`src/hdl/pva_pkg.sv`:
```
`default_nettype none
package pva_pkg;

  localparam int unsigned VoicesDefault = 16;
  localparam int unsigned SlotW = 6;
  localparam int unsigned TagW = 32;
  localparam int unsigned ValW = 16;

  typedef enum logic [0:0] {
    KIND_PLAY   = 1'b0,
    KIND_FINISH = 1'b1
  } kind_e;

  typedef struct packed {
    logic             kind;
    logic [TagW-1:0]  request_tag;
    logic [ValW-1:0]  sound_handle;
    logic [ValW-1:0]  volume;
    logic [ValW-1:0]  distance;
    logic [ValW-1:0]  radius;
    logic [SlotW-1:0] slot_index;
  } in_word_t;

  typedef struct packed {
    logic             accepted;
    logic [SlotW-1:0] chosen_slot;
    logic             evicted;
    logic [TagW-1:0]  assigned_tag;
    logic [ValW-1:0]  new_priority;
    logic [ValW-1:0]  played_sound;
  } out_word_t;

  typedef struct packed {
    logic [TagW-1:0]  tag;
    logic [ValW-1:0]  prio;
    logic [ValW-1:0]  best;
    logic [SlotW-1:0] pick;
    logic             found;
    logic             matched;
    logic             reject;
    logic             evict;
  } search_t;

  typedef struct packed {
    logic [TagW-1:0] tag;
    logic [ValW-1:0] prio;
  } slot_wr_t;

endpackage
`default_nettype wire

```
`src/hdl/pva_div.sv`:
```
`default_nettype none
module pva_div (
  input  wire logic                        clk_i,
  input  wire logic                        rst_ni,
  input  wire logic                        start_i,
  input  wire logic [2*pva_pkg::ValW-1:0]  num_i,
  input  wire logic [pva_pkg::ValW-1:0]    den_i,
  output logic                             done_o,
  output logic [pva_pkg::ValW-1:0]         quo_o
);

  logic                     run_q, run_d;
  logic                     done_q, done_d;
  logic [4:0]               cnt_q, cnt_d;
  logic [pva_pkg::ValW-1:0] rem_q, rem_d;
  logic [pva_pkg::ValW-1:0] quo_q, quo_d;
  logic [pva_pkg::ValW-1:0] den_q, den_d;
  logic [pva_pkg::ValW:0]   trial;
  logic [pva_pkg::ValW:0]   diff;

  assign trial = {rem_q, quo_q[pva_pkg::ValW-1]};
  assign diff  = trial - {1'b0, den_q};

  always_comb begin
    run_d  = run_q;
    done_d = 1'b0;
    cnt_d  = cnt_q;
    rem_d  = rem_q;
    quo_d  = quo_q;
    den_d  = den_q;
    if (start_i) begin
      run_d = 1'b1;
      cnt_d = '0;
      rem_d = num_i[2*pva_pkg::ValW-1:pva_pkg::ValW];
      quo_d = num_i[pva_pkg::ValW-1:0];
      den_d = den_i;
    end else if (run_q) begin
      if (trial >= {1'b0, den_q}) begin
        rem_d = diff[pva_pkg::ValW-1:0];
        quo_d = {quo_q[pva_pkg::ValW-2:0], 1'b1};
      end else begin
        rem_d = trial[pva_pkg::ValW-1:0];
        quo_d = {quo_q[pva_pkg::ValW-2:0], 1'b0};
      end
      cnt_d = cnt_q + 5'd1;
      if (cnt_q == 5'(pva_pkg::ValW - 1)) begin
        run_d  = 1'b0;
        done_d = 1'b1;
      end
    end
  end

  always_ff @(posedge clk_i or negedge rst_ni) begin
    if (!rst_ni) begin
      run_q  <= 1'b0;
      done_q <= 1'b0;
      cnt_q  <= '0;
    end else begin
      run_q  <= run_d;
      done_q <= done_d;
      cnt_q  <= cnt_d;
    end
  end

  always_ff @(posedge clk_i) begin
    rem_q <= rem_d;
    quo_q <= quo_d;
    den_q <= den_d;
  end

  assign done_o = done_q;
  assign quo_o  = quo_q;

endmodule
`default_nettype wire

```
`src/hdl/pva_cell.sv`:
```
`default_nettype none
module pva_cell #(
  parameter int unsigned Idx = 0
) (
  input  wire logic              clk_i,
  input  wire logic              rst_ni,
  input  wire logic              we_i,
  input  wire pva_pkg::slot_wr_t wr_i,
  input  wire pva_pkg::search_t  sw_i,
  output pva_pkg::search_t       sw_o
);

  localparam logic [pva_pkg::SlotW-1:0] MyIdx = pva_pkg::SlotW'(Idx);

  logic [pva_pkg::TagW-1:0] tag_q;
  logic [pva_pkg::ValW-1:0] prio_q;
  pva_pkg::search_t         sw_q, sw_d;

  always_comb begin
    sw_d = sw_i;
    if (!sw_i.matched && !sw_i.reject) begin
      if (tag_q[pva_pkg::TagW-1:1] == sw_i.tag[pva_pkg::TagW-1:1]) begin
        if (sw_i.tag[0]) begin
          sw_d.reject = 1'b1;
        end else begin
          sw_d.matched = 1'b1;
          sw_d.found   = 1'b1;
          sw_d.pick    = MyIdx;
          sw_d.evict   = (tag_q != '0);
        end
      end else if (prio_q <= sw_i.best) begin
        sw_d.found = 1'b1;
        sw_d.pick  = MyIdx;
        sw_d.best  = prio_q;
        sw_d.evict = (tag_q != '0);
      end
    end
  end

  always_ff @(posedge clk_i or negedge rst_ni) begin
    if (!rst_ni) begin
      tag_q  <= '0;
      prio_q <= '0;
    end else if (we_i) begin
      tag_q  <= wr_i.tag;
      prio_q <= wr_i.prio;
    end
  end

  always_ff @(posedge clk_i) begin
    sw_q <= sw_d;
  end

  assign sw_o = sw_q;

endmodule
`default_nettype wire

```
`src/hdl/priority_voice_allocator_top.sv`:
```
// Channel | Direction | Handshake              | Payload
// in      | input     | in_valid_i, in_stall_o | in_word_i  (pva_pkg::in_word_t)
// out     | output    | out_valid_o, out_stall_i | out_word_o (pva_pkg::out_word_t)
// A finished event or a request without sound shows its result in the next cycle.
// A play request passes a multiply step, then the divider, then the chain of slot cells
// that its search word runs through; with a zero radius or a distance at or beyond the
// radius the divider is skipped.
// One word is worked on at a time; in_stall_o is high from acceptance until the result
// is taken. Reset clears every slot and the tag counter at once.
`default_nettype none
module priority_voice_allocator_top #(
  parameter int unsigned Voices = pva_pkg::VoicesDefault
) (
  input  wire logic              clk_i,
  input  wire logic              rst_ni,
  input  wire logic              in_valid_i,
  output logic                   in_stall_o,
  input  wire pva_pkg::in_word_t in_word_i,
  output logic                   out_valid_o,
  input  wire logic              out_stall_i,
  output pva_pkg::out_word_t     out_word_o
);

  localparam int unsigned CntW = $clog2(Voices + 1);
  localparam logic [pva_pkg::SlotW:0] SlotLim = (pva_pkg::SlotW + 1)'(Voices);

  typedef enum logic [4:0] {
    S_IDLE = 5'b00001,
    S_MUL  = 5'b00010,
    S_DIV  = 5'b00100,
    S_SCAN = 5'b01000,
    S_OUT  = 5'b10000
  } state_e;

  state_e                      state_q, state_d;
  logic [pva_pkg::TagW-1:0]    ctr_q, ctr_d;
  logic [CntW-1:0]             cnt_q, cnt_d;
  pva_pkg::in_word_t           req_q, req_d;
  pva_pkg::out_word_t          res_q, res_d;
  logic [2*pva_pkg::ValW-1:0]  num;
  logic [pva_pkg::ValW-1:0]    prio_q, prio_d;
  logic                        div_start;
  logic                        div_done;
  logic [pva_pkg::ValW-1:0]    div_quo;
  pva_pkg::search_t            sw_q, sw_d;
  pva_pkg::search_t            chain [Voices+1];
  logic [Voices-1:0]           we;
  pva_pkg::slot_wr_t           wr;
  logic                        in_acc;
  pva_pkg::search_t            last;

  assign in_acc     = in_valid_i && !in_stall_o;
  assign in_stall_o = (state_q != S_IDLE);
  assign last       = chain[Voices];
  assign num        = {{pva_pkg::ValW{1'b0}}, req_q.volume}
                    * {{pva_pkg::ValW{1'b0}}, req_q.radius - req_q.distance};

  pva_div u_div (
    .clk_i   (clk_i),
    .rst_ni  (rst_ni),
    .start_i (div_start),
    .num_i   (num),
    .den_i   (req_q.radius),
    .done_o  (div_done),
    .quo_o   (div_quo)
  );

  assign chain[0] = sw_q;

  for (genvar i = 0; i < Voices; i++) begin : g_cell
    pva_cell #(.Idx(i)) u_cell (
      .clk_i  (clk_i),
      .rst_ni (rst_ni),
      .we_i   (we[i]),
      .wr_i   (wr),
      .sw_i   (chain[i]),
      .sw_o   (chain[i+1])
    );
  end

  always_comb begin
    state_d   = state_q;
    ctr_d     = ctr_q;
    cnt_d     = cnt_q;
    req_d     = req_q;
    res_d     = res_q;
    prio_d    = prio_q;
    sw_d      = sw_q;
    div_start = 1'b0;
    we        = '0;
    wr        = '0;
    unique case (state_q)
      S_IDLE: begin
        if (in_acc) begin
          req_d = in_word_i;
          res_d = '0;
          if (in_word_i.kind == pva_pkg::KIND_FINISH) begin
            if ({1'b0, in_word_i.slot_index} < SlotLim) begin
              for (int i = 0; i < Voices; i++) begin
                we[i] = (in_word_i.slot_index == pva_pkg::SlotW'(i));
              end
              res_d.accepted    = 1'b1;
              res_d.chosen_slot = in_word_i.slot_index;
            end
            state_d = S_OUT;
          end else if (in_word_i.sound_handle == '0) begin
            state_d = S_OUT;
          end else begin
            if (in_word_i.request_tag[3:1] == 3'd0) begin
              ctr_d             = ctr_q - 1'b1;
              req_d.request_tag = {ctr_d[pva_pkg::TagW-5:0], 4'd0};
            end
            state_d = S_MUL;
          end
        end
      end
      S_MUL: begin
        if (req_q.radius == '0 || req_q.distance >= req_q.radius) begin
          prio_d  = '0;
          sw_d    = '0;
          sw_d.tag = req_q.request_tag;
          cnt_d   = '0;
          state_d = S_SCAN;
        end else begin
          state_d = S_DIV;
        end
        div_start = (state_d == S_DIV);
      end
      S_DIV: begin
        if (div_done) begin
          prio_d   = div_quo;
          sw_d     = '0;
          sw_d.tag = req_q.request_tag;
          sw_d.prio = div_quo;
          sw_d.best = div_quo;
          cnt_d    = '0;
          state_d  = S_SCAN;
        end
      end
      S_SCAN: begin
        cnt_d = cnt_q + 1'b1;
        if (cnt_q == CntW'(Voices)) begin
          if (last.found && !last.reject) begin
            for (int i = 0; i < Voices; i++) begin
              we[i] = (last.pick == pva_pkg::SlotW'(i));
            end
            wr.tag              = req_q.request_tag;
            wr.prio             = prio_q;
            res_d.accepted      = 1'b1;
            res_d.chosen_slot   = last.pick;
            res_d.evicted       = last.evict;
            res_d.assigned_tag  = req_q.request_tag;
            res_d.new_priority  = prio_q;
            res_d.played_sound  = req_q.sound_handle;
          end
          cnt_d   = cnt_q;
          state_d = S_OUT;
        end
      end
      S_OUT: begin
        if (!out_stall_i) begin
          state_d = S_IDLE;
        end
      end
      default: begin
        state_d = S_IDLE;
      end
    endcase
  end

  always_ff @(posedge clk_i or negedge rst_ni) begin
    if (!rst_ni) begin
      state_q <= S_IDLE;
      ctr_q   <= '0;
      cnt_q   <= '0;
    end else begin
      state_q <= state_d;
      ctr_q   <= ctr_d;
      cnt_q   <= cnt_d;
    end
  end

  always_ff @(posedge clk_i) begin
    req_q  <= req_d;
    res_q  <= res_d;
    prio_q <= prio_d;
    sw_q   <= sw_d;
  end

  assign out_valid_o = (state_q == S_OUT);
  assign out_word_o  = res_q;

  a_one_word: assert property (@(posedge clk_i) disable iff (!rst_ni)
    out_valid_o && !out_stall_i |=> !out_valid_o)
    else $error("result word shown twice");

  a_slot_range: assert property (@(posedge clk_i) disable iff (!rst_ni)
    out_valid_o && out_word_o.accepted |-> {1'b0, out_word_o.chosen_slot} < SlotLim)
    else $error("chosen slot out of range");

  a_reject_zero: assert property (@(posedge clk_i) disable iff (!rst_ni)
    out_valid_o && !out_word_o.accepted |-> out_word_o.assigned_tag == '0
      && out_word_o.played_sound == '0 && out_word_o.evicted == 1'b0)
    else $error("rejected word carries data");

  a_no_take_busy: assert property (@(posedge clk_i) disable iff (!rst_ni)
    out_valid_o |-> in_stall_o)
    else $error("input taken while a result waits");

endmodule
`default_nettype wire

```
`config.mk`:
```
export PLATFORM = sky130hd
export DESIGN_NAME = priority_voice_allocator_top
export DESIGN_NICKNAME = d
export VERILOG_FILES = /design/src/hdl/pva_pkg.sv /design/src/hdl/pva_div.sv /design/src/hdl/pva_cell.sv /design/src/hdl/priority_voice_allocator_top.sv
export SDC_FILE = /design/constraint.sdc
export NUM_CORES = 2
export LEC_CHECK = 0
export ABC_AREA = 1
export BUFFER_PORTS_ARGS = -buffer_cell sky130_fd_sc_hd__buf_2
export CAP_MARGIN = 5
export CORE_MARGIN = 5
export CORE_UTILIZATION = 45
export CTS_BUF_LIST = sky130_fd_sc_hd__clkbuf_16
export DETAILED_ROUTE_END_ITERATION = 12
export PLACE_DENSITY = 0.7
export SETUP_SLACK_MARGIN = 0.15
export SLEW_MARGIN = 10
export SYNTH_ARGS = -nofsm -noshare
export SYNTH_HDL_FRONTEND = slang
export SYNTH_SLANG_ARGS = --single-unit
```
`constraint.sdc`:
```
create_clock -name clk_i -period 12.4 [get_ports clk_i]
set_clock_uncertainty 0.05 [all_clocks]
set_input_delay 1.86 -clock clk_i [delete_from_list [all_inputs] [get_ports clk_i]]
set_output_delay 1.86 -clock clk_i [all_outputs]
set_load 0.005 [all_outputs]
```
Word-level counts from Yosys, hierarchy flattened
Index checks and enable logic that the tools add are counted.
{"block": "totals", "register_bits": 1986, "inputBits": 107, "out_inout_bits": 74, "elab_cells": 553}
{"block": "op_classes", "add_sub_neg": 5, "multipliers": 1, "magnitude_cmp": 19, "n_eq_ne": 62, "muxes": 211, "n_bitwise": 2, "reduce_logical": 84}
{"operator": "$reduce_bool A32 Y1", "count": 16}
{"operator": "$eq A31 B31 Y1", "count": 16}
{"operator": "$mux W16", "count": 27}
{"operator": "$mux W26", "count": 15}
{"operator": "$mux W23", "count": 16}
{"operator": "$le A16 B16 Y1", "count": 16}
{"operator": "$mux W72", "count": 3}
{"operator": "$mux W74", "count": 2}
{"operator": "$pmux W74 S2", "count": 1}
{"operator": "$mux W48", "count": 3}
{"operator": "$pmux W72 S2", "count": 1}
{"operator": "$mux W8", "count": 16}
{"operator": "$mux W7", "count": 18}
{"operator": "$eq A6 B4 Y1 const B", "count": 16}
{"operator": "$mux W32", "count": 3}
{"operator": "$mux W1", "count": 72}
{"operator": "$pmux W16 S2", "count": 2}
{"operator": "$mux W5", "count": 12}
{"operator": "$eq A6 B3 Y1 const B", "count": 8}
{"operator": "$logic_not A1 Y1", "count": 34}
{"operator": "$logic_not A16 Y1", "count": 2}
{"operator": "$mul A16 B16 Y32", "count": 1}
{"operator": "$mux W2", "count": 16}
{"operator": "$sub A16 B16 Y16", "count": 2}
{"operator": "30 further kinds", "count": 66}

Longest topological paths before layout
{"block": "depth", "ltp_word": 7, "mapped_depth": 39, "depth_no_buf": 39}

Cells and area by module
From an unflattened synthesis, not the netlist that was laid out.
{"block": "unflattened", "hier_cells": 11055, "area_unflattened_um2": 97623.6}
{"module": "pva_cell (g_cell[10].u_cell ...)", "n_inst": 6, "cells_each": 518, "area_per_inst_um2": 4575.6, "seq_area_each_um2": 2682.6}
{"module": "priority_voice_allocator_top", "n_inst": 1, "cells_each": 2311, "area_per_inst_um2": 20352.0, "seq_area_each_um2": 7438.4}
{"module": "pva_cell (g_cell[1].u_cell ...)", "n_inst": 4, "cells_each": 519, "area_per_inst_um2": 4694.5, "seq_area_each_um2": 2682.6}
{"module": "pva_cell (g_cell[11].u_cell ...)", "n_inst": 4, "cells_each": 518, "area_per_inst_um2": 4571.9, "seq_area_each_um2": 2682.6}
{"module": "pva_cell (g_cell[0].u_cell)", "n_inst": 1, "cells_each": 520, "area_per_inst_um2": 4648.2, "seq_area_each_um2": 2682.6}
{"module": "pva_cell (g_cell[15].u_cell)", "n_inst": 1, "cells_each": 517, "area_per_inst_um2": 4565.6, "seq_area_each_um2": 2682.6}
{"module": "pva_div", "n_inst": 1, "cells_each": 451, "area_per_inst_um2": 3538.4, "seq_area_each_um2": 1616.6}

Worst setup path before layout
No wires, ideal clock.
{"block": "synth_path", "path_type": "flip-flop to flip-flop", "startpoint": "register req_q[6] (netlist bit)", "endpoint": "register u_div.rem_q[9] (netlist bit) (data pin)", "setup_ns": 0.253, "arrival_ns": 6.211, "required_ns": 12.097, "slack_ns": 5.886, "stages_incl_launch_ff": 35, "path_buffers": 1, "synth_period_minus_slack_ns": 6.514, "cell_sequence": "edfxtp_1 -> inv_1 -> ha_1 -> fa_1 -> inv_1 -> nand2_1 -> nand2_1 -> nand2_1 -> nand2_1 -> nand2_1 -> nand2_2 -> or2_2 -> nand2_1 -> inv_1 -> clkbuf_1 -> nand2_1 -> fa_1 -> fa_1 -> inv_1 -> fa_1 -> fa_1 -> fa_1 -> inv_1 -> fa_1 -> inv_1 -> ha_1 -> nand2_1 -> nor2_1 -> inv_1 -> nor3_1 -> nand3_1 -> nand3_1 -> nand2_1 -> nand3_1 -> nand2_1"}
{"block": "synth_via", "elab_chain_cells": 7, "elab_cells_between_ends": 10, "classes_between": "add/sub: 1; mul: 1; order compare: 1; eq/ne: 1; mux: 4; reduce/logical: 2"}
{"item": "start, declared", "line": "priority_voice_allocator_top.sv:38", "rtl": "pva_pkg::in_word_t req_q, req_d;"}
{"item": "start signal, assigned", "line": "priority_voice_allocator_top.sv:184", "rtl": "req_q <= req_d;"}
{"item": "parallel branches: the longest is 6 deep, another holds $mul A16 B16 Y32"}
{"item": "$mux W16 *", "line": "pva_div.sv:31", "rtl": "if (start_i) begin"}
{"item": "net u_div.rem_d, one bit", "line": "pva_div.sv:15", "rtl": "logic [pva_pkg::ValW-1:0] rem_q, rem_d;"}
{"item": "end signal, assigned", "line": "pva_div.sv:66", "rtl": "rem_q <= rem_d;"}
{"item": "end, declared", "line": "pva_div.sv:15"}
Mark *: on every way through the listed nets, which the timed path passes. The select of a mux whose other input is x is not followed.
A chain may end at the register's enable or synchronous reset.

Worst setup path after layout
{"block": "layout_path", "startpoint": "register req_q[6] (netlist bit)", "endpoint": "register u_div.rem_q[7] (netlist bit) (data pin)"}
The elaborated chain is that of the path after synthesis.

==> out/qor.yml <==
status: "completed"
yosysSeqAreaShare_pct: 52.3
track_usage_pct: 21.8
vias: 61700
max_freq_mhz: 133
reg2reg_to: "u_div.rem_q[7]"
nNetsFinal: 10100
cp_slowest_cell: "fa_1"
crit_end: "u_div.rem_q[7]"
grt_use_met2_pct: 37.2
placed_cells: 11700
yosys_warnings: 0
core_region_area_um2: 190000
cts_buffers: 187
gr-total-overflow: 0
hold_slack_ns: 0.298
n_fill_cell: 17000
drc_errors: 0
die_x_um: 447
crit_top_cell: "nand2_1"
ys_types: 57
worstSkewPairLatency_ns: 0.83
clk_pin_slew_ns: 0.06
drv_slew: 0
critical_path_class: "flip-flop to flip-flop"
worst_pin_slew_ns: 1.17
syn_area_um2: 85800
crit_family: "adder cells"
wire_per_inst_um: 18.0
fin_cells: 12100
cpPeakStageDelay_ns: 0.54
num_rows: 160
synth-edff-count: 264
grt_antenna_before_repair: 10
met1_usage_pct: 27.5
grt_max_degree: 167
area_delta_synth_final_pct: 10.4
start_util_pct: 45.2
cts_root_buffer: "clkbuf_16"
drt-total-wl_um: 218000
via_per_inst: 5.10
drtIter0Drc: 4610
drtPass1Iterations: 5
synth_ff_type: "dfxtp_1"
die_h_um: 447
ff2ff_path_depth: 32
cap_violations: 0
ys_ff_latch: 1909
dp_hpwl_um: 165000
io-pin-count: 181
synthArstFlopShare_pct: 42.6
slew_headroom_pct: 21.9
cts_resized: 0
worst-path-max-fanout: 9
endpoint_kind: "flip-flop"
rrSetupSlack_ns: 4.87
finalSetupTns_ns: 0
ctsHoldBuffers: 0
place.port_buffers: 180
postSynthAreaPerCell_um2: 9.23
rsz0062_at_grt: "false"
hold_viol: 0
worstPathRequired_ns: 12.93
clock_sinks: 1909
top_usage_layer: "met2"
hold_path_class: "flip-flop to flip-flop"
htreeDepth: 4
crit_buf_inv: 6
grt_pass1_vias: 61200
cp_num_cells: 32
arrival_ns: 8.06
antenna_left: 0
grt_use_met3_pct: 3.33
final.period_utilization_pct: 60.7
die_area_um2: 200000
syn_inst: 9296
clock_path_buffers: 3
fin_crit_ns: 7.53
grt_first_pass_wirelength_um: 340000
cts_tree: "done"
place_congestion: 0.926
r2r-start: "req_q[6]"
post_cts_buffers: 0
crit_start: "req_q[6]"
setup_viol: 0
drive_gt1_share_pct: 6.23
crit_path_start_kind: "flip-flop"
==> sequential cells by signal, summed over array words and instances, names as in the netlist <==
| register | count |
|---|---|
| req_q | 96 |
| u_div.cnt_q | 5 |
| u_div.rem_q | 16 |
| chain | 32 |
| g_cell.u_cell.tag_q | 512 |
| cnt_q | 5 |
| g_cell.u_cell.sw_o | 832 |
| u_div.den_q | 16 |
| ctr_q | 28 |
| state_q | 5 |
| u_div.done_o | 1 |
| g_cell.u_cell.prio_q | 256 |
| prio_q | 16 |
| u_div.quo_o | 16 |
| out_word_o | 72 |
| u_div.run_q | 1 |
==> kinds of logic after synthesis <==
kind of cell	Yosys count	synth area share, %
compound gates	1351	8.12
fa+ha+maj	594	10.4
other cells	1	0.00437
buf+inv	1383	6.71
xor+xnor	525	5.36
flops	1909	52.3
simple gates	3533	17.1
==> area by class of cell <==
class / count / area [µm²] / share of cell area, %
multi-input combinational: 6005 / 35200 / 37.2
inverter: 1076 / 4040 / 4.27
clock buffer: 190 / 4750 / 5.02
sequential: 1909 / 44900 / 47.4
antenna: 11 / 27.5 / 0.0291
tap: 2511 / 3140 / 3.32
clock inverter: 159 / 1210 / 1.28
timing repair buffer: 239 / 1400 / 1.48
==> placed cells by master, fill, tap and decap left out, types with 16 or more instances in the layout <==
cell type | synthesis | routed
buf_4 | 25 | 55
nor3_1 | 33 | 33
ha_1 | 398 | 398
o21bai_1 | 16 | 16
a21oi_1 | 227 | 226
clkinv_1 | 11 | 53
nand2_1 | 2299 | 2299
o21ai_0 | 907 | 907
nor2_1 | 615 | 614
nand3b_1 | 59 | 59
clkinv_2 | 0 | 35
dfxtp_1 | 832 | 832
o21ai_1 | 152 | 152
xor2_1 | 59 | 59
nor4_1 | 149 | 149
dfrtp_1 | 812 | 812
or2_2 | 27 | 27
fa_1 | 196 | 196
clkbuf_16 | 0 | 190
nand3_1 | 206 | 205
nand4_1 | 95 | 95
inv_1 | 1057 | 1101
xnor2_1 | 466 | 466
buf_2 | 50 | 179
edfxtp_1 | 264 | 264
==> Yosys cell counts (all sizes together), types with 3 or more instances <==
library cell  instances  area (µm²)
a21o                 10        75.1
a21oi               229        1150
a22oi                 6        75.1
a31oi                 5        43.8
and2                  3        18.8
buf                 133        1070
clkbuf              174         653
clkinv               11        41.3
dfrtp               812       20300
dfxtp               832       16700
edfxtp              264        7930
fa                  196        3920
ha                  398        4980
inv                1065        4000
nand2              2314        8720
nand3               207        1040
nand3b               59         443
nand4                98         649
nor2                636        2460
nor3                 36         195
nor4                149         932
o211ai                4        30.0
o21a                 11        82.6
o21ai              1060        5310
o21bai               16         120
o22ai                 3        18.8
o31ai                 3        22.5
or2                  28         175
xnor2               466        4080
xor2                 59         517
==> worst min path at each step <==
stage                                          start                         end  depth (start not counted)
final                      g_cell[0].u_cell.sw_o[68]   g_cell[1].u_cell.sw_o[68]                          0
after global routing       g_cell[2].u_cell.sw_o[65]   g_cell[3].u_cell.sw_o[65]                          0
after CTS                  g_cell[8].u_cell.sw_o[73]   g_cell[9].u_cell.sw_o[73]                          0
after detailed placement   g_cell[0].u_cell.sw_o[45]   g_cell[1].u_cell.sw_o[45]                          0
after global placement    g_cell[12].u_cell.sw_o[73]  g_cell[13].u_cell.sw_o[73]                          0
after floorplan            g_cell[9].u_cell.sw_o[61]  g_cell[10].u_cell.sw_o[61]                          0
==> layer usage <==
| metal | routed length (µm) | up-vias |
|---|---|---|
| li1 | - | 30000 |
| met1 | 92100 | 29600 |
| met2 | 106000 | 1593 |
| met3 | 10700 | 464 |
| met4 | 9380 | 6 |
| met5 | 33 | - |
==> through the flow <==
step / cell area (µm²) / setup WS, ns / util, %
6_report: 94700 / 4.87 / 49.9
5_1_grt: 94700 / 4.46 / 49.9
4_1_cts: 94700 / 4.90 / 49.8
3_5_place_dp: 88700 / 4.92 / 46.7
3_3_place_gp: 88700 / 4.97 / 46.7
2_1_floorplan: 85800 / 5.89 / -
Power is left out: the tool's default activity adds up to more than one toggle a clock period on the data nets, which glitch-free logic cannot reach.
